<file path="src/rtl/cnal_pkg.sv">
// Package for the channel number allocator: sizes, action codes, request and
// response payloads, the scan token and the controller state type.
// No dependencies.
`timescale 1ns / 1ps
`default_nettype none

package cnal_pkg;

  localparam int NUM_CHANNELS = 30;
  // The pointer runs from 0 to NUM_CHANNELS inclusive.
  localparam int IDX_W        = $clog2(NUM_CHANNELS + 1);
  localparam int ACTION_W     = 2;
  localparam int CHAN_W       = 8;
  localparam int GRANT_W      = 5;

  localparam logic [ACTION_W-1:0] ACT_ALLOC   = 2'd0;
  localparam logic [ACTION_W-1:0] ACT_CLAIM   = 2'd1;
  localparam logic [ACTION_W-1:0] ACT_RELEASE = 2'd2;

  typedef struct packed {
    logic [ACTION_W-1:0] action;
    logic [CHAN_W-1:0]   channel;
  } req_t;

  typedef struct packed {
    logic               success;
    logic [GRANT_W-1:0] granted_channel;
  } rsp_t;

  // Scan token handed from cell to cell, one cell per cycle.
  typedef struct packed {
    logic             valid;
    logic             hit;
    logic [IDX_W-1:0] hit_idx;
    logic             alt;
    logic [IDX_W-1:0] alt_idx;
  } token_t;

  // Write of one used bit, broadcast to all cells.
  typedef struct packed {
    logic             en;
    logic [IDX_W-1:0] idx;
    logic             val;
  } wr_t;

  typedef enum logic [1:0] {
    ST_IDLE,
    ST_SCAN,
    ST_RESULT
  } state_t;

endpackage

`default_nettype wire

</file>
<file path="src/rtl/cnal_cell.sv">
// One allocator cell: holds the used bit of a single channel and passes the
// scan token on to the next cell. Depends on cnal_pkg.
`timescale 1ns / 1ps
`default_nettype none

module cnal_cell (
  input  wire logic                    clk,
  input  wire logic                    rst,
  input  wire logic [cnal_pkg::IDX_W-1:0] my_idx,
  input  wire logic [cnal_pkg::IDX_W-1:0] nx,
  input  wire cnal_pkg::token_t        tok_in,
  input  wire cnal_pkg::wr_t           wr,
  output cnal_pkg::token_t             tok_out,
  output logic                         used
);
  import cnal_pkg::*;

  logic   elig_first;
  logic   elig_second;
  logic   take;
  logic   alt_here;
  token_t tok_next;
  logic   used_next;

  always_comb begin
    // Channels at or above the pointer belong to the first pass; those below
    // it, except the reserved one, to the wrap-around pass.
    elig_first  = (my_idx >= nx);
    elig_second = (my_idx != '0) && (my_idx < nx);
    take        = tok_in.valid && !tok_in.hit && elig_first && !used;
    alt_here    = tok_in.valid && !tok_in.alt && elig_second && !used;

    tok_next.valid   = tok_in.valid;
    tok_next.hit     = tok_in.hit | take;
    tok_next.hit_idx = take ? my_idx : tok_in.hit_idx;
    tok_next.alt     = tok_in.alt | alt_here;
    tok_next.alt_idx = alt_here ? my_idx : tok_in.alt_idx;

    used_next = used;
    if (take) begin
      used_next = 1'b1;
    end else if (wr.en && (wr.idx == my_idx)) begin
      used_next = wr.val;
    end
  end

  always_ff @(posedge clk) begin
    if (rst) begin
      used    <= 1'b0;
      tok_out <= '0;
    end else begin
      used    <= used_next;
      tok_out <= tok_next;
    end
  end

endmodule

`default_nettype wire

</file>
<file path="src/rtl/cnal_ctrl.sv">
// Controller of the allocator: request handshake, pointer register, claim and
// release decisions and the response register. Depends on cnal_pkg.
`timescale 1ns / 1ps
`default_nettype none

module cnal_ctrl (
  input  wire logic                       clk,
  input  wire logic                       rst,
  input  wire logic                       req_valid,
  output logic                            req_stall,
  input  wire cnal_pkg::req_t             req,
  output logic                            rsp_valid,
  input  wire logic                       rsp_stall,
  output cnal_pkg::rsp_t                  rsp,
  input  wire logic [cnal_pkg::NUM_CHANNELS-1:0] used_vec,
  output logic [cnal_pkg::IDX_W-1:0]      nx,
  output cnal_pkg::token_t                start_tok,
  input  wire cnal_pkg::token_t           end_tok,
  output cnal_pkg::wr_t                   wr
);
  import cnal_pkg::*;

  state_t           state;
  state_t           state_next;
  req_t             req_q;
  token_t           tok_q;
  logic [IDX_W-1:0] nx_next;
  logic             accept;
  logic             rsp_free;
  logic             finish;
  logic             in_range;
  logic [CHAN_W-1:0] ch_minus;
  logic [IDX_W-1:0] ch_idx;
  logic [IDX_W:0]   grant_sum;
  rsp_t             res;

  assign accept   = req_valid && !req_stall;
  assign rsp_free = !rsp_valid || !rsp_stall;
  assign finish   = (state == ST_RESULT) && rsp_free;

  always_comb begin
    state_next = state;
    unique case (state)
      ST_IDLE: begin
        if (accept) begin
          state_next = (req.action == ACT_ALLOC) ? ST_SCAN : ST_RESULT;
        end
      end
      ST_SCAN: begin
        if (end_tok.valid) begin
          state_next = ST_RESULT;
        end
      end
      ST_RESULT: begin
        if (rsp_free) begin
          state_next = ST_IDLE;
        end
      end
      default: state_next = ST_IDLE;
    endcase
  end

  always_comb begin
    req_stall       = (state != ST_IDLE);
    start_tok       = '0;
    start_tok.valid = accept && (req.action == ACT_ALLOC);

    in_range  = (req_q.channel >= CHAN_W'(2)) && (req_q.channel <= CHAN_W'(NUM_CHANNELS));
    ch_minus  = req_q.channel - CHAN_W'(1);
    ch_idx    = ch_minus[IDX_W-1:0];
    grant_sum = '0;

    res     = '0;
    nx_next = nx;
    wr      = '0;

    case (req_q.action)
      ACT_ALLOC: begin
        if (tok_q.hit) begin
          grant_sum   = {1'b0, tok_q.hit_idx} + (IDX_W+1)'(1);
          res.success = 1'b1;
        end else if (tok_q.alt) begin
          // Wrap-around pass: the cell was only marked, so claim it here.
          grant_sum   = {1'b0, tok_q.alt_idx} + (IDX_W+1)'(1);
          res.success = 1'b1;
          wr.en       = finish;
          wr.idx      = tok_q.alt_idx;
          wr.val      = 1'b1;
        end
        res.granted_channel = GRANT_W'(grant_sum);
        if (res.success) begin
          nx_next = grant_sum[IDX_W-1:0];
        end
      end
      ACT_CLAIM: begin
        if (in_range && !used_vec[ch_idx]) begin
          res.success = 1'b1;
          wr.en       = finish;
          wr.idx      = ch_idx;
          wr.val      = 1'b1;
        end
      end
      ACT_RELEASE: begin
        if (in_range) begin
          res.success = 1'b1;
          wr.en       = finish;
          wr.idx      = ch_idx;
          wr.val      = 1'b0;
        end
      end
      default: res = '0;
    endcase
  end

  always_ff @(posedge clk) begin
    if (rst) begin
      state     <= ST_IDLE;
      nx        <= '0;
      rsp_valid <= 1'b0;
    end else begin
      state <= state_next;
      if (finish) begin
        nx        <= nx_next;
        rsp_valid <= 1'b1;
      end else if (rsp_valid && !rsp_stall) begin
        rsp_valid <= 1'b0;
      end
    end
  end

  always_ff @(posedge clk) begin
    if (accept) begin
      req_q <= req;
    end
    if ((state == ST_SCAN) && end_tok.valid) begin
      tok_q <= end_tok;
    end
    if (finish) begin
      rsp <= res;
    end
  end

  a_end_tok_in_scan: assert property (@(posedge clk) disable iff (rst)
    end_tok.valid |-> (state == ST_SCAN))
    else $error("scan token left the chain outside a scan");

  a_rsp_from_result: assert property (@(posedge clk) disable iff (rst)
    $rose(rsp_valid) |-> ($past(state) == ST_RESULT))
    else $error("response raised without a result step");

  a_nx_bound: assert property (@(posedge clk) disable iff (rst)
    nx <= IDX_W'(NUM_CHANNELS))
    else $error("next-fit pointer beyond the last channel");

  a_alloc_success: assert property (@(posedge clk) disable iff (rst)
    (finish && (req_q.action == ACT_ALLOC))
      |=> (rsp.success == ($past(tok_q.hit) || $past(tok_q.alt))))
    else $error("allocate success does not match the scan outcome");

endmodule

`default_nettype wire

</file>
<file path="src/rtl/channel_number_allocator_core.sv">
// Top level of the channel number allocator: a row of one-bit cells that the
// scan token walks, and the controller. Depends on cnal_pkg, cnal_cell, cnal_ctrl.
// Allocate: the scan token walks the NUM_CHANNELS cell registers, one cell per cycle,
// then the result state writes the response register. Claim and release skip the
// scan. No new request is taken until the result is written to the response register.
// A request is taken while an earlier response still waits in its register.
// Synchronous reset frees every channel and clears the pointer at once.
`timescale 1ns / 1ps
`default_nettype none

module channel_number_allocator_core (
  input  wire logic           clk,
  input  wire logic           rst,
  input  wire logic           req_valid,
  output logic                req_stall,
  input  wire cnal_pkg::req_t req,
  output logic                rsp_valid,
  input  wire logic           rsp_stall,
  output cnal_pkg::rsp_t      rsp
);
  import cnal_pkg::*;

  token_t                  chain [NUM_CHANNELS+1];
  logic [NUM_CHANNELS-1:0] used_vec;
  logic [IDX_W-1:0]        nx;
  wr_t                     wr;

  cnal_ctrl u_ctrl (
    .clk       (clk),
    .rst       (rst),
    .req_valid (req_valid),
    .req_stall (req_stall),
    .req       (req),
    .rsp_valid (rsp_valid),
    .rsp_stall (rsp_stall),
    .rsp       (rsp),
    .used_vec  (used_vec),
    .nx        (nx),
    .start_tok (chain[0]),
    .end_tok   (chain[NUM_CHANNELS]),
    .wr        (wr)
  );

  for (genvar i = 0; i < NUM_CHANNELS; i++) begin : g_cell
    cnal_cell u_cell (
      .clk     (clk),
      .rst     (rst),
      .my_idx  (IDX_W'(i)),
      .nx      (nx),
      .tok_in  (chain[i]),
      .wr      (wr),
      .tok_out (chain[i+1]),
      .used    (used_vec[i])
    );
  end

endmodule

`default_nettype wire
</file>
<file path="config.mk">
export PLATFORM = sky130hd
export DESIGN_NAME = channel_number_allocator_core
export DESIGN_NICKNAME = d
export VERILOG_FILES = /design/src/rtl/cnal_pkg.sv /design/src/rtl/cnal_cell.sv /design/src/rtl/cnal_ctrl.sv /design/src/rtl/channel_number_allocator_core.sv
export SDC_FILE = /design/constraint.sdc
export NUM_CORES = 1
export LEC_CHECK = 0
export BUFFER_PORTS_ARGS = -buffer_cell sky130_fd_sc_hd__buf_2
export CORE_ASPECT_RATIO = 1.1
export CORE_MARGIN = 2
export CORE_UTILIZATION = 49
export CTS_BUF_LIST = sky130_fd_sc_hd__clkbuf_8
export CTS_CLUSTER_DIAMETER = 100
export CTS_CLUSTER_SIZE = 14
export DETAILED_ROUTE_END_ITERATION = 6
export GPL_ROUTABILITY_DRIVEN = 0
export GPL_TIMING_DRIVEN = 0
export PLACE_DENSITY = 0.75
export SLEW_MARGIN = 20
export SYNTH_ARGS = -nofsm -noshare
export SYNTH_HDL_FRONTEND = slang
export SYNTH_SLANG_ARGS = --single-unit
</file>
<file path="constraint.sdc">
create_clock -name clk -period 4.8 [get_ports clk]
set_input_delay 0.48 -clock clk [delete_from_list [all_inputs] [get_ports clk]]
set_output_delay 0.48 -clock clk [all_outputs]
set_load 0.01 [all_outputs]
</file>
==> flow_metrics.env <==
export IMPL_start_util_pct=49.7
export IMPL_ys_flop_type="dfxtp_1"
export IMPL_synth_cell_types=75
export IMPL_holdBufCountCts=0
export IMPL_die_area_mm2=0.0295
export IMPL_total_power_mw=5.11
export IMPL_rows=64
export IMPL_drt_wirelength_per_cell_um=19.3
export IMPL_ant_nets=0
export IMPL_hold_viol=0
export IMPL_end_kind="flip-flop"
export IMPL_cts_max_level=1
export IMPL_hold_depth=1
export IMPL_core_mm2=0.0278
export IMPL_netlist_instances=1427
export IMPL_io_buffers=21
export IMPL_hold_start="req[2]"
export IMPL_grt_max_degree=16
export IMPL_p_leak_nw=5.54
export IMPL_cp_slowest_cell="o22ai_1"
export IMPL_nets=1499
export IMPL_setup_viol=0
export IMPL_slew_violations=0
export IMPL_muxShareOfSynthArea_pct=1.80
export IMPL_r2r_slack_ps=280
export IMPL_worstReg2RegStart="u_ctrl.req_q[0]$_DFFE_PP_"
export IMPL_rsz0062_at_grt="false"
export IMPL_worstPathArrival_ps=5040
export IMPL_worstSetupStartpointType="flip-flop"
export IMPL_diodes=0
export IMPL_cts_path_max_buffers=3
export IMPL_path_delay_family="compound AO/OA/AOI/OAI gates"
export IMPL_fin_crit_ps=4520
export IMPL_status="finished clean"
export IMPL_path_cells="buf_6, inv_1, ha_1, xnor2_1, mux2i_1, a221oi_2, o31a_2, o22ai_1, a21boi_0, a2111oi_2"
export IMPL_min_period_over_period_pct=94.1
export IMPL_antenna_found_initial=0
export IMPL_synthSimpleGateAreaFrac_pct=26.4
export IMPL_postCtsSetupRepairBufs=0
export IMPL_rr_endpoint="g_cell[6].u_cell.used$_SDFFE_PP0P_"
export IMPL_vdd_drop_max_uv=202
export IMPL_clkLatencyLatePin_ps=620
export IMPL_hold_path_class="input pin to flip-flop"
export IMPL_holdPathEnd="u_ctrl.req_q[2]$_DFFE_PP_"
export IMPL_cts_num_sinks=392
export IMPL_netlist_area_mm2=0.0138
export IMPL_maxCapViolCount=0
export IMPL_max_slew_margin_pct=27.9
export IMPL_ys_ff_latch=392
export IMPL_skew_ps=27.6
export IMPL_tightest_slew_ps=1080
export IMPL_grt_pass1_wl_um=55200
export IMPL_tritoncts="built"
export IMPL_drive_gt1_share_pct=6.67
export IMPL_cp_max_fo=10
export IMPL_syn_num_nets=1445
export IMPL_p_per_area_mw_per_mm2=344
export IMPL_final_area_mm2=0.0148
export IMPL_firstDrtPassIters=6
export IMPL_r2r_cells=10
export IMPL_area_growth_pct=7.55
export IMPL_synth_edf_count=28
export IMPL_post_cts_resized=0
export IMPL_synth_fa_ha_area_share_pct=0.363
export IMPL_viasPerCell=5.59
export IMPL_post_dp_cell_area_mm2=0.0144
export IMPL_cp_data_required_time_ps=5320
export IMPL_gr_total_overflow=0
export IMPL_drc_errors=0
export IMPL_vias=10338
export IMPL_fp_dieH_um=180
export IMPL_wl_um=35700
export IMPL_cp_slowest_stage_delay_ps=800
export IMPL_synth_xor_area_share_pct=0.635
export IMPL_fmax_mhz=221
export IMPL_tns_ps=0
export IMPL_grtUsageTotal_pct=24.2
export IMPL_async_flop_share_pct=0
export IMPL_post_synth_cell_area_avg_um2=9.67
export IMPL_synth_compound_area_share_pct=8.52
export IMPL_synth_top_family_by_area="simple AND/OR/NAND/NOR gates"
export IMPL_crit_type="flip-flop to flip-flop"
export IMPL_ioPinCount=22
export IMPL_drt_initial_drc_count=1253
export IMPL_dp_hpwl_um=26000
export IMPL_die_w_um=164
export IMPL_yosysWarnings=0
export IMPL_root_buffer="clkbuf_8"
export IMPL_yosysSeqAreaShare_pct=58.9
export IMPL_path_buf_inv=2
export IMPL_clk_pin_slew_ps=110
export IMPL_grt_pass1_vias=10006
export IMPL_numCtsBuffers=31
export IMPL_cp_startpoint="u_ctrl.req_q[0]$_DFFE_PP_"
[layout by cell type (no fill, tap or decap), drive strengths merged, types with 18 or more instances in the layout]
cell	netlist	routed
buf	15	36
and2	51	51
nand2	38	38
clkbuf	44	75
nor3b	49	49
nand3	22	22
dfxtp	364	364
a21oi	49	49
nand2b	18	18
edfxtp	28	28
nor2b	42	42
nor2	427	427
inv	39	44
nor3	28	28
nor4	18	18
[cells by family (layout without fill, tap and decap cells)]
group | after synthesis | count (layout)
flip-flops | 392 | 392
multiplexers | 14 | 14
AND/OR/NAND/NOR | 753 | 753
adder cells (fa/ha/maj) | 4 | 4
XOR/XNOR | 10 | 10
AO/OA/AOI/OAI | 156 | 156
buffers and inverters | 98 | 156
[flip-flops by register name, indices dropped and copies added (netlist names)]
| name | count |
|---|---|
| g_cell.u_cell.tok_out | 326 |
| u_ctrl.nx | 5 |
| u_ctrl.rsp_valid | 1 |
| u_ctrl.req_q | 10 |
| u_ctrl.state | 2 |
| g_cell.u_cell.used | 30 |
| u_ctrl.tok_q | 12 |
| u_ctrl.rsp | 6 |
[power by group]
group,total (mW),switching (mW),internal [mW]
registers,3.31,0.0124,3.30
logic,0.220,0.162,0.0584
clock network,1.58,0.995,0.582
total,5.11,1.17,3.94
[worst max path at each step]
| stage | to | cells after the start |
|---|---|---|
| after floorplan | g_cell[3].u_cell.used$_SDFFE_PP0P_ | 11 |
| after global placement | g_cell[0].u_cell.used$_SDFFE_PP0P_ | 12 |
| after detailed placement | g_cell[6].u_cell.used$_SDFFE_PP0P_ | 11 |
| after CTS | g_cell[6].u_cell.used$_SDFFE_PP0P_ | 11 |
| after global routing | g_cell[6].u_cell.used$_SDFFE_PP0P_ | 10 |
| final | g_cell[6].u_cell.used$_SDFFE_PP0P_ | 10 |
[stage by stage]
step                      worst slack (ps)  hold slack, ps  instances  utilization, %
after floorplan                       1610             386       1427               -
after global placement                 492             387       1811            51.7
after detailed placement               608             389       1811            51.7
after CTS                              572            15.8       1848            53.3
after global routing                   258            14.9       1848            53.4
final                                  283            34.4       1848            53.4
[layout make-up]
type | instances | area (um^2)
clock buffers | 31 | 427
well taps | 363 | 454
flip-flops and latches | 392 | 8130
inverters | 39 | 146
multi-input cells | 937 | 5240
repair buffers | 21 | 105
clock inverters | 6 | 26.3
fillers | 2475 | 12900
plain buffers | 59 | 319
[synthesized netlist by cell type (all sizes together) (5+ instances only)]
library cell | instances | share of area (%)
o31ai | 8 | 0.61
and2 | 51 | 2.3
nand2 | 38 | 1.0
clkbuf | 44 | 1.6
a2111oi | 7 | 0.77
nand2b | 18 | 0.82
buf | 15 | 0.75
xor2 | 7 | 0.44
o311a | 8 | 0.61
nor3 | 28 | 1.0
a311oi | 13 | 0.83
a21o | 7 | 0.39
nor2 | 427 | 12
a31oi | 6 | 0.27
nor4b | 13 | 0.87
inv | 39 | 1.1
edfxtp | 28 | 6.1
nor3b | 49 | 2.7
nand3 | 22 | 0.80
or2 | 5 | 0.23
a211oi | 12 | 0.74
nand3b | 9 | 0.49
a21oi | 49 | 1.9
mux4 | 7 | 1.3
dfxtp | 364 | 53
mux2i | 5 | 0.36
a311o | 5 | 0.36
o22ai | 6 | 0.27
nor4 | 18 | 0.86
o21ai | 15 | 0.54
nor2b | 42 | 1.9
and3 | 13 | 0.59
[metal layers]
layer	part of all wire [%]	wire [um]	vias to the layer above	track usage, %
li1	-	-	4886	-
met1	40	14200	4818	30.9
met2	45	16200	495	39.1
met3	8.3	2960	139	3.62
met4	6.6	2350	0	13.7
met5	0	0	-	0
Note: power is estimated with default switching activity, not from simulation.
